===== config.mk =====
export PLATFORM = sky130hd
export DESIGN_NAME = seg_ctrl
export DESIGN_NICKNAME = d
export VERILOG_FILES = /design/src/stereo_expander_gain_stage_top_assert.svh /design/src/seg_pkg.sv /design/src/seg_ctrl.sv
export SDC_FILE = /design/constraint.sdc
export NUM_CORES = 1
export LEC_CHECK = 0
export BUFFER_PORTS_ARGS = -buffer_cell sky130_fd_sc_hd__buf_2
export CORE_AREA = 4 4 41 43
export CTS_CLUSTER_DIAMETER = 200
export CTS_CLUSTER_SIZE = 12
export DETAILED_ROUTE_END_ITERATION = 10
export DIE_AREA = 0 0 45 47
export HOLD_SLACK_MARGIN = 0.12
export SLEW_MARGIN = 40
export SYNTH_ARGS = -nofsm -noshare
export SYNTH_HDL_FRONTEND = slang
export SYNTH_SLANG_ARGS = --single-unit

===== constraint.sdc =====
create_clock -name clk -period 2 [get_ports clk]
set_input_delay 0.1 -clock clk [delete_from_list [all_inputs] [get_ports clk]]
set_output_delay 0.1 -clock clk [all_outputs]
set_load 0.02 [all_outputs]

===== src/stereo_expander_gain_stage_top_assert.svh =====
// Assertion macros for the stereo expander gain stage top level.
// Needs clk and rst_n in the including scope; no other dependencies.
`ifndef STEREO_EXPANDER_GAIN_STAGE_TOP_ASSERT_SVH
`define STEREO_EXPANDER_GAIN_STAGE_TOP_ASSERT_SVH

// Same-cycle implication, checked out of reset.
`define SEG_ASSERT_NOW(lbl, ante, cons, msg) \
  lbl: assert property (@(posedge clk) disable iff (!rst_n) (ante) |-> (cons)) \
    else $error(msg);

// Next-cycle implication, checked out of reset.
`define SEG_ASSERT_NEXT(lbl, ante, cons, msg) \
  lbl: assert property (@(posedge clk) disable iff (!rst_n) (ante) |=> (cons)) \
    else $error(msg);

`endif


===== src/seg_pkg.sv =====
// Shared types, constants, command codes and helper functions for the
// stereo expander gain stage. No dependencies.
package seg_pkg;

  localparam int SAMPLE_W = 16;
  localparam int TBL_D    = 256;
  localparam int TBL_AW   = $clog2(TBL_D);
  localparam int LVL_SH   = 24 - SAMPLE_W;
  localparam int FOL_SH   = 25 - SAMPLE_W;

  // shared multiplier operand and product widths
  localparam int MA_W = 25;
  localparam int MB_W = 33;
  localparam int MP_W = MA_W + MB_W;

  localparam int SAT_W = 48;

  localparam int CFG_IDX_W  = 3;
  localparam int CFG_DATA_W = 33;

  typedef logic [24:0] q24_t;
  typedef logic signed [SAMPLE_W-1:0] sample_t;
  typedef logic [0:TBL_D-1][24:0] pow2_tbl_t;

  localparam q24_t ONE_Q24   = 25'd16777216;
  localparam q24_t LOG2E_Q24 = 25'd24204406;
  localparam logic [63:0] LN2_Q30 = 64'd744261118;
  localparam logic [63:0] ONE_Q30 = 64'd1073741824;

  localparam logic signed [SAT_W-1:0] S_MAX = SAT_W'((64'd1 << (SAMPLE_W - 1)) - 64'd1);
  localparam logic signed [SAT_W-1:0] S_MIN = -S_MAX - SAT_W'(1);

  // configuration register indexes
  localparam logic [CFG_IDX_W-1:0] REG_THR_LEVEL   = 3'd0;
  localparam logic [CFG_IDX_W-1:0] REG_THR_GAIN    = 3'd1;
  localparam logic [CFG_IDX_W-1:0] REG_SHAPE_FAC   = 3'd2;
  localparam logic [CFG_IDX_W-1:0] REG_SHAPE_FLOOR = 3'd3;
  localparam logic [CFG_IDX_W-1:0] REG_ATTACK      = 3'd4;
  localparam logic [CFG_IDX_W-1:0] REG_DECAY       = 3'd5;
  localparam logic [CFG_IDX_W-1:0] REG_OUT_LEVEL   = 3'd6;
  localparam logic [CFG_IDX_W-1:0] REG_FOLLOWER    = 3'd7;

  // reset values
  localparam q24_t        RST_THR_LEVEL   = 25'd16777216;
  localparam logic [32:0] RST_THR_GAIN    = 33'd65536;
  localparam logic [21:0] RST_SHAPE_FAC   = 22'd65536;
  localparam q24_t        RST_SHAPE_FLOOR = 25'd6171993;
  localparam q24_t        RST_ATTACK      = 25'd1398;
  localparam q24_t        RST_DECAY       = 25'd13981;
  localparam logic [19:0] RST_OUT_LEVEL   = 20'd65536;

  // datapath operation codes
  localparam int OP_W = 5;
  localparam logic [OP_W-1:0] OP_NONE    = 5'd0;
  localparam logic [OP_W-1:0] OP_ENV_MUL = 5'd1;
  localparam logic [OP_W-1:0] OP_ENV_UPD = 5'd2;
  localparam logic [OP_W-1:0] OP_U_MUL   = 5'd3;
  localparam logic [OP_W-1:0] OP_U_UPD   = 5'd4;
  localparam logic [OP_W-1:0] OP_T_MUL   = 5'd5;
  localparam logic [OP_W-1:0] OP_T_UPD   = 5'd6;
  localparam logic [OP_W-1:0] OP_Z_MUL   = 5'd7;
  localparam logic [OP_W-1:0] OP_Z_UPD   = 5'd8;
  localparam logic [OP_W-1:0] OP_TBL     = 5'd9;
  localparam logic [OP_W-1:0] OP_I_MUL   = 5'd10;
  localparam logic [OP_W-1:0] OP_I_UPD   = 5'd11;
  localparam logic [OP_W-1:0] OP_SHAPE   = 5'd12;
  localparam logic [OP_W-1:0] OP_S_MUL   = 5'd13;
  localparam logic [OP_W-1:0] OP_S_UPD   = 5'd14;
  localparam logic [OP_W-1:0] OP_G_MUL   = 5'd15;
  localparam logic [OP_W-1:0] OP_G_UPD   = 5'd16;
  localparam logic [OP_W-1:0] OP_L_MUL   = 5'd17;
  localparam logic [OP_W-1:0] OP_L_UPD   = 5'd18;
  localparam logic [OP_W-1:0] OP_R_MUL   = 5'd19;
  localparam logic [OP_W-1:0] OP_R_UPD   = 5'd20;
  localparam logic [OP_W-1:0] OP_FOL     = 5'd21;

  typedef struct packed {
    logic [OP_W-1:0] op;
    logic            capture;
    logic            ld_out;
  } cmd_t;

  typedef struct packed {
    logic follower;
  } status_t;

  // quotient of a value below 2^31 by a small count, shift and subtract
  function automatic logic [63:0] div_small(input logic [63:0] num, input logic [4:0] den);
    logic [63:0] q;
    logic [5:0]  rem;
    int          i;
    q   = '0;
    rem = '0;
    for (i = 30; i >= 0; i--) begin
      rem = {rem[4:0], num[i]};
      if (rem >= {1'b0, den}) begin
        rem  = rem - {1'b0, den};
        q[i] = 1'b1;
      end
    end
    return q;
  endfunction

  // 2^(-k/TBL_D) in Q0.24 through a 16-term series for e^-a in Q2.30
  function automatic q24_t pow2_entry(input int k);
    logic [63:0] x;
    logic [63:0] a;
    logic [63:0] term;
    logic [63:0] sum;
    int n;
    x = 64'(k) << (30 - TBL_AW);
    a = (x * LN2_Q30 + (64'd1 << 29)) >> 30;
    term = ONE_Q30;
    sum  = ONE_Q30;
    for (n = 1; n <= 16; n++) begin
      term = div_small((term * a) >> 30, 5'(n));
      if (n[0]) sum = sum - term;
      else      sum = sum + term;
    end
    return 25'((sum + 64'd32) >> 6);
  endfunction

  function automatic pow2_tbl_t gen_pow2_tbl();
    pow2_tbl_t t;
    int k;
    for (k = 0; k < TBL_D; k++) t[k] = pow2_entry(k);
    return t;
  endfunction

  localparam pow2_tbl_t POW2_TBL  = gen_pow2_tbl();
  localparam q24_t      POW2_LAST = pow2_entry(TBL_D);

  // round half up, then shift right by a constant amount (sh >= 1)
  function automatic logic [MP_W-1:0] rnd_shr(input logic [MP_W-1:0] p, input int sh);
    logic [MP_W:0] w;
    w = {1'b0, p} + ((MP_W+1)'(1) << (sh - 1));
    return MP_W'(w >> sh);
  endfunction

  function automatic sample_t sat_s(input logic signed [SAT_W-1:0] v);
    if (v > S_MAX) return SAMPLE_W'(S_MAX);
    if (v < S_MIN) return SAMPLE_W'(S_MIN);
    return SAMPLE_W'(v);
  endfunction

  function automatic q24_t clamp_rate(input q24_t r);
    return (r > ONE_Q24) ? ONE_Q24 : r;
  endfunction

endpackage


===== src/seg_ctrl.sv =====
// Sequencer for the gain stage: steps the datapath through one item and
// owns the input ready and output valid handshake. Depends on seg_pkg.
module seg_ctrl import seg_pkg::*; (
  input  logic    clk,
  input  logic    rst_n,
  input  logic    in_valid,
  output logic    in_ready,
  output logic    out_valid,
  input  logic    out_ready,
  input  status_t status,
  output cmd_t    cmd
);

  localparam logic [4:0] S_IDLE    = 5'd0;
  localparam logic [4:0] S_ENV_MUL = 5'd1;
  localparam logic [4:0] S_ENV_UPD = 5'd2;
  localparam logic [4:0] S_U_MUL   = 5'd3;
  localparam logic [4:0] S_U_UPD   = 5'd4;
  localparam logic [4:0] S_T_MUL   = 5'd5;
  localparam logic [4:0] S_T_UPD   = 5'd6;
  localparam logic [4:0] S_Z_MUL   = 5'd7;
  localparam logic [4:0] S_Z_UPD   = 5'd8;
  localparam logic [4:0] S_TBL     = 5'd9;
  localparam logic [4:0] S_I_MUL   = 5'd10;
  localparam logic [4:0] S_I_UPD   = 5'd11;
  localparam logic [4:0] S_SHAPE   = 5'd12;
  localparam logic [4:0] S_S_MUL   = 5'd13;
  localparam logic [4:0] S_S_UPD   = 5'd14;
  localparam logic [4:0] S_G_MUL   = 5'd15;
  localparam logic [4:0] S_G_UPD   = 5'd16;
  localparam logic [4:0] S_L_MUL   = 5'd17;
  localparam logic [4:0] S_L_UPD   = 5'd18;
  localparam logic [4:0] S_R_MUL   = 5'd19;
  localparam logic [4:0] S_R_UPD   = 5'd20;
  localparam logic [4:0] S_FOL     = 5'd21;
  localparam logic [4:0] S_OUT     = 5'd22;

  logic [4:0] state_r, state_nxt;
  logic       out_valid_r, out_valid_nxt;

  assign in_ready  = (state_r == S_IDLE);
  assign out_valid = out_valid_r;

  always_comb begin
    state_nxt     = state_r;
    cmd           = '0;
    out_valid_nxt = out_valid_r && !out_ready;
    case (state_r)
      S_IDLE: begin
        if (in_valid) begin
          cmd.capture = 1'b1;
          state_nxt   = S_ENV_MUL;
        end
      end
      S_ENV_MUL: begin cmd.op = OP_ENV_MUL; state_nxt = S_ENV_UPD; end
      S_ENV_UPD: begin cmd.op = OP_ENV_UPD; state_nxt = S_U_MUL;   end
      S_U_MUL:   begin cmd.op = OP_U_MUL;   state_nxt = S_U_UPD;   end
      S_U_UPD:   begin cmd.op = OP_U_UPD;   state_nxt = S_T_MUL;   end
      S_T_MUL:   begin cmd.op = OP_T_MUL;   state_nxt = S_T_UPD;   end
      S_T_UPD:   begin cmd.op = OP_T_UPD;   state_nxt = S_Z_MUL;   end
      S_Z_MUL:   begin cmd.op = OP_Z_MUL;   state_nxt = S_Z_UPD;   end
      S_Z_UPD:   begin cmd.op = OP_Z_UPD;   state_nxt = S_TBL;     end
      S_TBL:     begin cmd.op = OP_TBL;     state_nxt = S_I_MUL;   end
      S_I_MUL:   begin cmd.op = OP_I_MUL;   state_nxt = S_I_UPD;   end
      S_I_UPD:   begin cmd.op = OP_I_UPD;   state_nxt = S_SHAPE;   end
      S_SHAPE:   begin cmd.op = OP_SHAPE;   state_nxt = S_S_MUL;   end
      S_S_MUL:   begin cmd.op = OP_S_MUL;   state_nxt = S_S_UPD;   end
      S_S_UPD: begin
        cmd.op    = OP_S_UPD;
        state_nxt = status.follower ? S_FOL : S_G_MUL;
      end
      S_G_MUL:   begin cmd.op = OP_G_MUL;   state_nxt = S_G_UPD;   end
      S_G_UPD:   begin cmd.op = OP_G_UPD;   state_nxt = S_L_MUL;   end
      S_L_MUL:   begin cmd.op = OP_L_MUL;   state_nxt = S_L_UPD;   end
      S_L_UPD:   begin cmd.op = OP_L_UPD;   state_nxt = S_R_MUL;   end
      S_R_MUL:   begin cmd.op = OP_R_MUL;   state_nxt = S_R_UPD;   end
      S_R_UPD:   begin cmd.op = OP_R_UPD;   state_nxt = S_OUT;     end
      S_FOL:     begin cmd.op = OP_FOL;     state_nxt = S_OUT;     end
      S_OUT: begin
        // hold until the output register is free
        if (!out_valid_r || out_ready) begin
          cmd.ld_out    = 1'b1;
          out_valid_nxt = 1'b1;
          state_nxt     = S_IDLE;
        end
      end
      default: state_nxt = S_IDLE;
    endcase
  end

  always_ff @(posedge clk) begin
    if (!rst_n) begin
      state_r     <= S_IDLE;
      out_valid_r <= 1'b0;
    end else begin
      state_r     <= state_nxt;
      out_valid_r <= out_valid_nxt;
    end
  end

endmodule


# After elaboration in Yosys (flattened, before gate mapping)

Cells that the tools add are included.

Bits in registers: 6
Input bits: 5
Logic and storage cells: 44

Equal/unequal tests: 24
Multiplexer cells: 11
Reduce and logical (&&, ||, !) cells: 7

Operator list:

| kind                 | number |
|---|---|
| $pmux W5 S22         | 1 |
| $pmux W5 S21         | 1 |
| $eq A5 B4 Y1 const B | 8 |
| $eq A5 B5 Y1 const B | 7 |
| $eq A5 B3 Y1 const B | 4 |
| $mux W5              | 3 |
| $eq A5 B2 Y1 const B | 2 |
| $mux W1              | 6 |
| $eq A5 B1 Y1 const B | 1 |
| $logic_not A5 Y1     | 1 |
| $ne A2 B2 Y1 const B | 2 |
| $logic_not A1 Y1     | 2 |
| $reduce_and A2 Y1    | 1 |
| $reduce_or A2 Y1     | 1 |
| $logic_and A1 B1 Y1  | 1 |
| $logic_or A1 B1 Y1   | 1 |

# Logic depth before layout (Yosys ltp)

Depth after elaboration: 4
Mapped depth: 5
Mapped depth without buffers: 4

# Least setup slack after synthesis

No wires, ideal clock.

Path type: reg-to-output
From: register state_r[1]
To: output port cmd[1] in the netlist's numbering
Data arrival time: 1.387 ns
Path slack: 0.513 ns
Cell stages (with the launch flop): 5
Buffers on the path: 0
Cells stage by stage: dfxtp_1 or2_1 or4_4 inv_1 and2_1

RTL lines:

| what                   | line           | RTL |
|---|---|---|
| from (decl)            | seg_ctrl.sv:38 | `logic [4:0] state_r, state_nxt;` |
| from (signal assigned) | seg_ctrl.sv:96 | `state_r <= state_nxt;` |
| to (decl)              | seg_ctrl.sv:11 | `output cmd_t cmd` |

==> impl_metrics.toml <==
[synth]
synth_area_per_cell_um2 = 7.62
ys_seq_area_share_pct = 27.7
synth_top_cell_area_share_pct = 27.7
synth.distinct_cells = 26
syn-num-nets = 62
yosys_warnings = 0
yosys-top-cells-area = "dfxtp_1, nand2b_1, a21oi_1"
synth_seq_cells = 6
synthCells = 57
synth.largest_area_cell = "dfxtp_1"
synthesis.area_um2 = 434

[critical_path]
startpoint = "state_r[1]"
r2r_start = "state_r[1]"
timing.rr.end = "state_r[2]"
cp_data_arrival_time_ns = 1.72
cp.required_ns = 1.90
critical_path_buf_inv_count = 2
cpMaxStageDelayCell = "dfxtp_1"
worst-path-stages = 5
max_stage_delay_ns = 0.43
worstPathMaxFanout = 14
crit_family = "simple AND/OR/NAND/NOR gates"
crit_path_start_kind = "flip-flop"
cp-end-kind = "primary output"
path_class = "flip-flop to primary output"
rr_worst_depth = 4
reg2reg_slack_ns = 0.46
crit_end = "cmd[1]"
cp_cell_sequence = "or2_1, or4_4, inv_1, and2_1, buf_2"

[power_and_ir_drop]
finalPower_w = 0.000385
peakVddDrop_uv = 337
power_density_nw_per_um2 = 743
leakage_nw = 0.211

[clock_tree]
cts_buffers = 3
cts-root-buf = "clkbuf_4"
clkLatencyLatePin_ns = 0.24
cts_tree = "done"
ctsLongestPathBuffers = 2
clock-sinks = 6
cts_hold_buffers = 0
post_cts_resize_count = 0
post-cts-setup-buffers = 0
clk_pin_slew_ns = 0.04
h-tree-depth = 1

[floorplanning]
die_area_um2 = 2120
ios = 14
dieHeight_um = 47
core_area_um2 = 1300
placementRows = 13
die_w_um = 45
start_util_pct = 33.4

[worst_hold_path]
worstHoldPathType = "primary input to flip-flop"
min_path_cells = 2

[routing]
viasPerCell = 5.19
totalWireLength_um = 940
postRouteAntennaNets = 0
vias = 431
drcViolationCount = 0
drtIter0Drc = 7
drtPass1Iterations = 4
wl_per_cell_um = 11.3

[cells_and_area]
diodes = 0
n_fill_cell = 151
final_cell_mix = "buf_2, a21oi_1, dfxtp_1, nand2b_1, nor2_1"
syn2layout_area_growth_pct = 19.3
regArea_um2 = 120
final_nets = 75
finish.instance_area_um2 = 518
drive_gt1_share_pct = 26.5
final_common_cell = "buf_2"
multi_input_area_um2 = 288

[sta]
fin_skew_ns = 0.000101
layout_setup_ws_ns = 0.180
worst_slew_pin_slew_ns = 0.421
whs_ns = 0.127
setup_viol = 0
rsz0062_at_grt = "false"
fmax_ghz = 0.549
setup-tns-final_ns = 0
slew_viol_final = 0
post-route-min-period_ns = 1.82
finalHoldViolations = 0
max_slew_margin_pct = 71.9
post-route-period-util_pct = 91.0

[global_routing]
grt.total_usage_pct = 10.1
grt_antenna_before_repair = 0
grt_max_degree = 15
grt_pass1_wl_um = 1570
grt_remaining_overflow = 0
grt_pass1_vias = 369

[place]
port_buffers = 13
dpl_cell_area_um2 = 495
routabilityCongestion = 0.741
dp_worst_setup_slack_ns = 0.443
hpwl_um = 707

[job]
cap_violations = 0

[run_status]
status = "complete, no violations"
[power breakdown]
group | switching (W) | internal (W) | total, W
registers | 0.0000269 | 0.000129 | 0.000156
logic | 0.0000596 | 0.0000593 | 0.000119
clock network | 0.0000424 | 0.0000678 | 0.000110
total | 0.000129 | 0.000256 | 0.000385
[flip-flops by register name (all words and copies together) (netlist names)]
register and count:
out_valid 1, state_r 5
[how the worst min path moves through the flow]
stage | endpoint | slack [ns] | start
6_report | state_r[1] | 0.13 | rst_n
5_1_grt | state_r[4] | 0.14 | rst_n
4_1_cts | state_r[1] | 0.13 | rst_n
3_5_place_dp | state_r[1] | 0.38 | rst_n
3_3_place_gp | state_r[1] | 0.39 | rst_n
2_1_floorplan | state_r[1] | 0.23 | rst_n
[cells in the mapped netlist]
| cell type | n |
|---|---|
| clkbuf_1 | 2 |
| xnor2_1 | 1 |
| a21oi_1 | 6 |
| and3_1 | 1 |
| o211ai_1 | 2 |
| a2111oi_0 | 1 |
| nor3b_1 | 3 |
| nand2_1 | 3 |
| o21ai_0 | 2 |
| nor3_1 | 2 |
| nor2_1 | 4 |
| buf_2 | 3 |
| a21o_1 | 1 |
| dfxtp_1 | 6 |
| o21ai_2 | 1 |
| o22a_1 | 2 |
| nand2b_1 | 5 |
| and2_1 | 3 |
| or4_4 | 1 |
| o41a_1 | 1 |
| a21boi_0 | 2 |
| or2_1 | 1 |
| inv_1 | 1 |
| nor2b_1 | 1 |
| nand3b_1 | 1 |
| o31a_1 | 1 |
[cell type report]
class                      count  area share (%)
timing repair buffer          13            12.6
clock buffer                   3            4.35
sequential                     6            23.2
multi-input combinational     45            55.6
tap                           15            3.62
inverter                       1           0.725
[metrics by stage]
stage          utilization [%]  instances
5_1_grt                   39.8         83
3_3_place_gp              38.1         80
3_5_place_dp              38.1         80
2_1_floorplan                -         57
6_report                  39.8         83
4_1_cts                   39.8         83
[metal layers]
metal | vias to the layer above | wire length (um) | track usage (%)
li1 | 225 | - | -
met1 | 192 | 450 | 13.9
met2 | 12 | 434 | 13.6
met3 | 2 | 40 | 1.53
met4 | 0 | 15 | 8.77
met5 | - | 0 | 0
[worst register-to-register path: cells and delay by family, from the launching register on]
family	cells	cell delay, ns
AND/OR/NAND/NOR	2	0.71
flip-flops	1	0.43
AO/OA/AOI/OAI	2	0.26
[kinds of logic (layout without fill, tap and decap cells)]
family / after synthesis / after routing / synth area share, %
buf+inv: 6 / 17 / 6.05
flops: 6 / 6 / 27.7
compound gates: 19 / 19 / 30.5
xor+xnor: 1 / 1 / 2.02
simple gates: 25 / 25 / 33.7
Note: power is estimated with default switching activity, not from simulation.
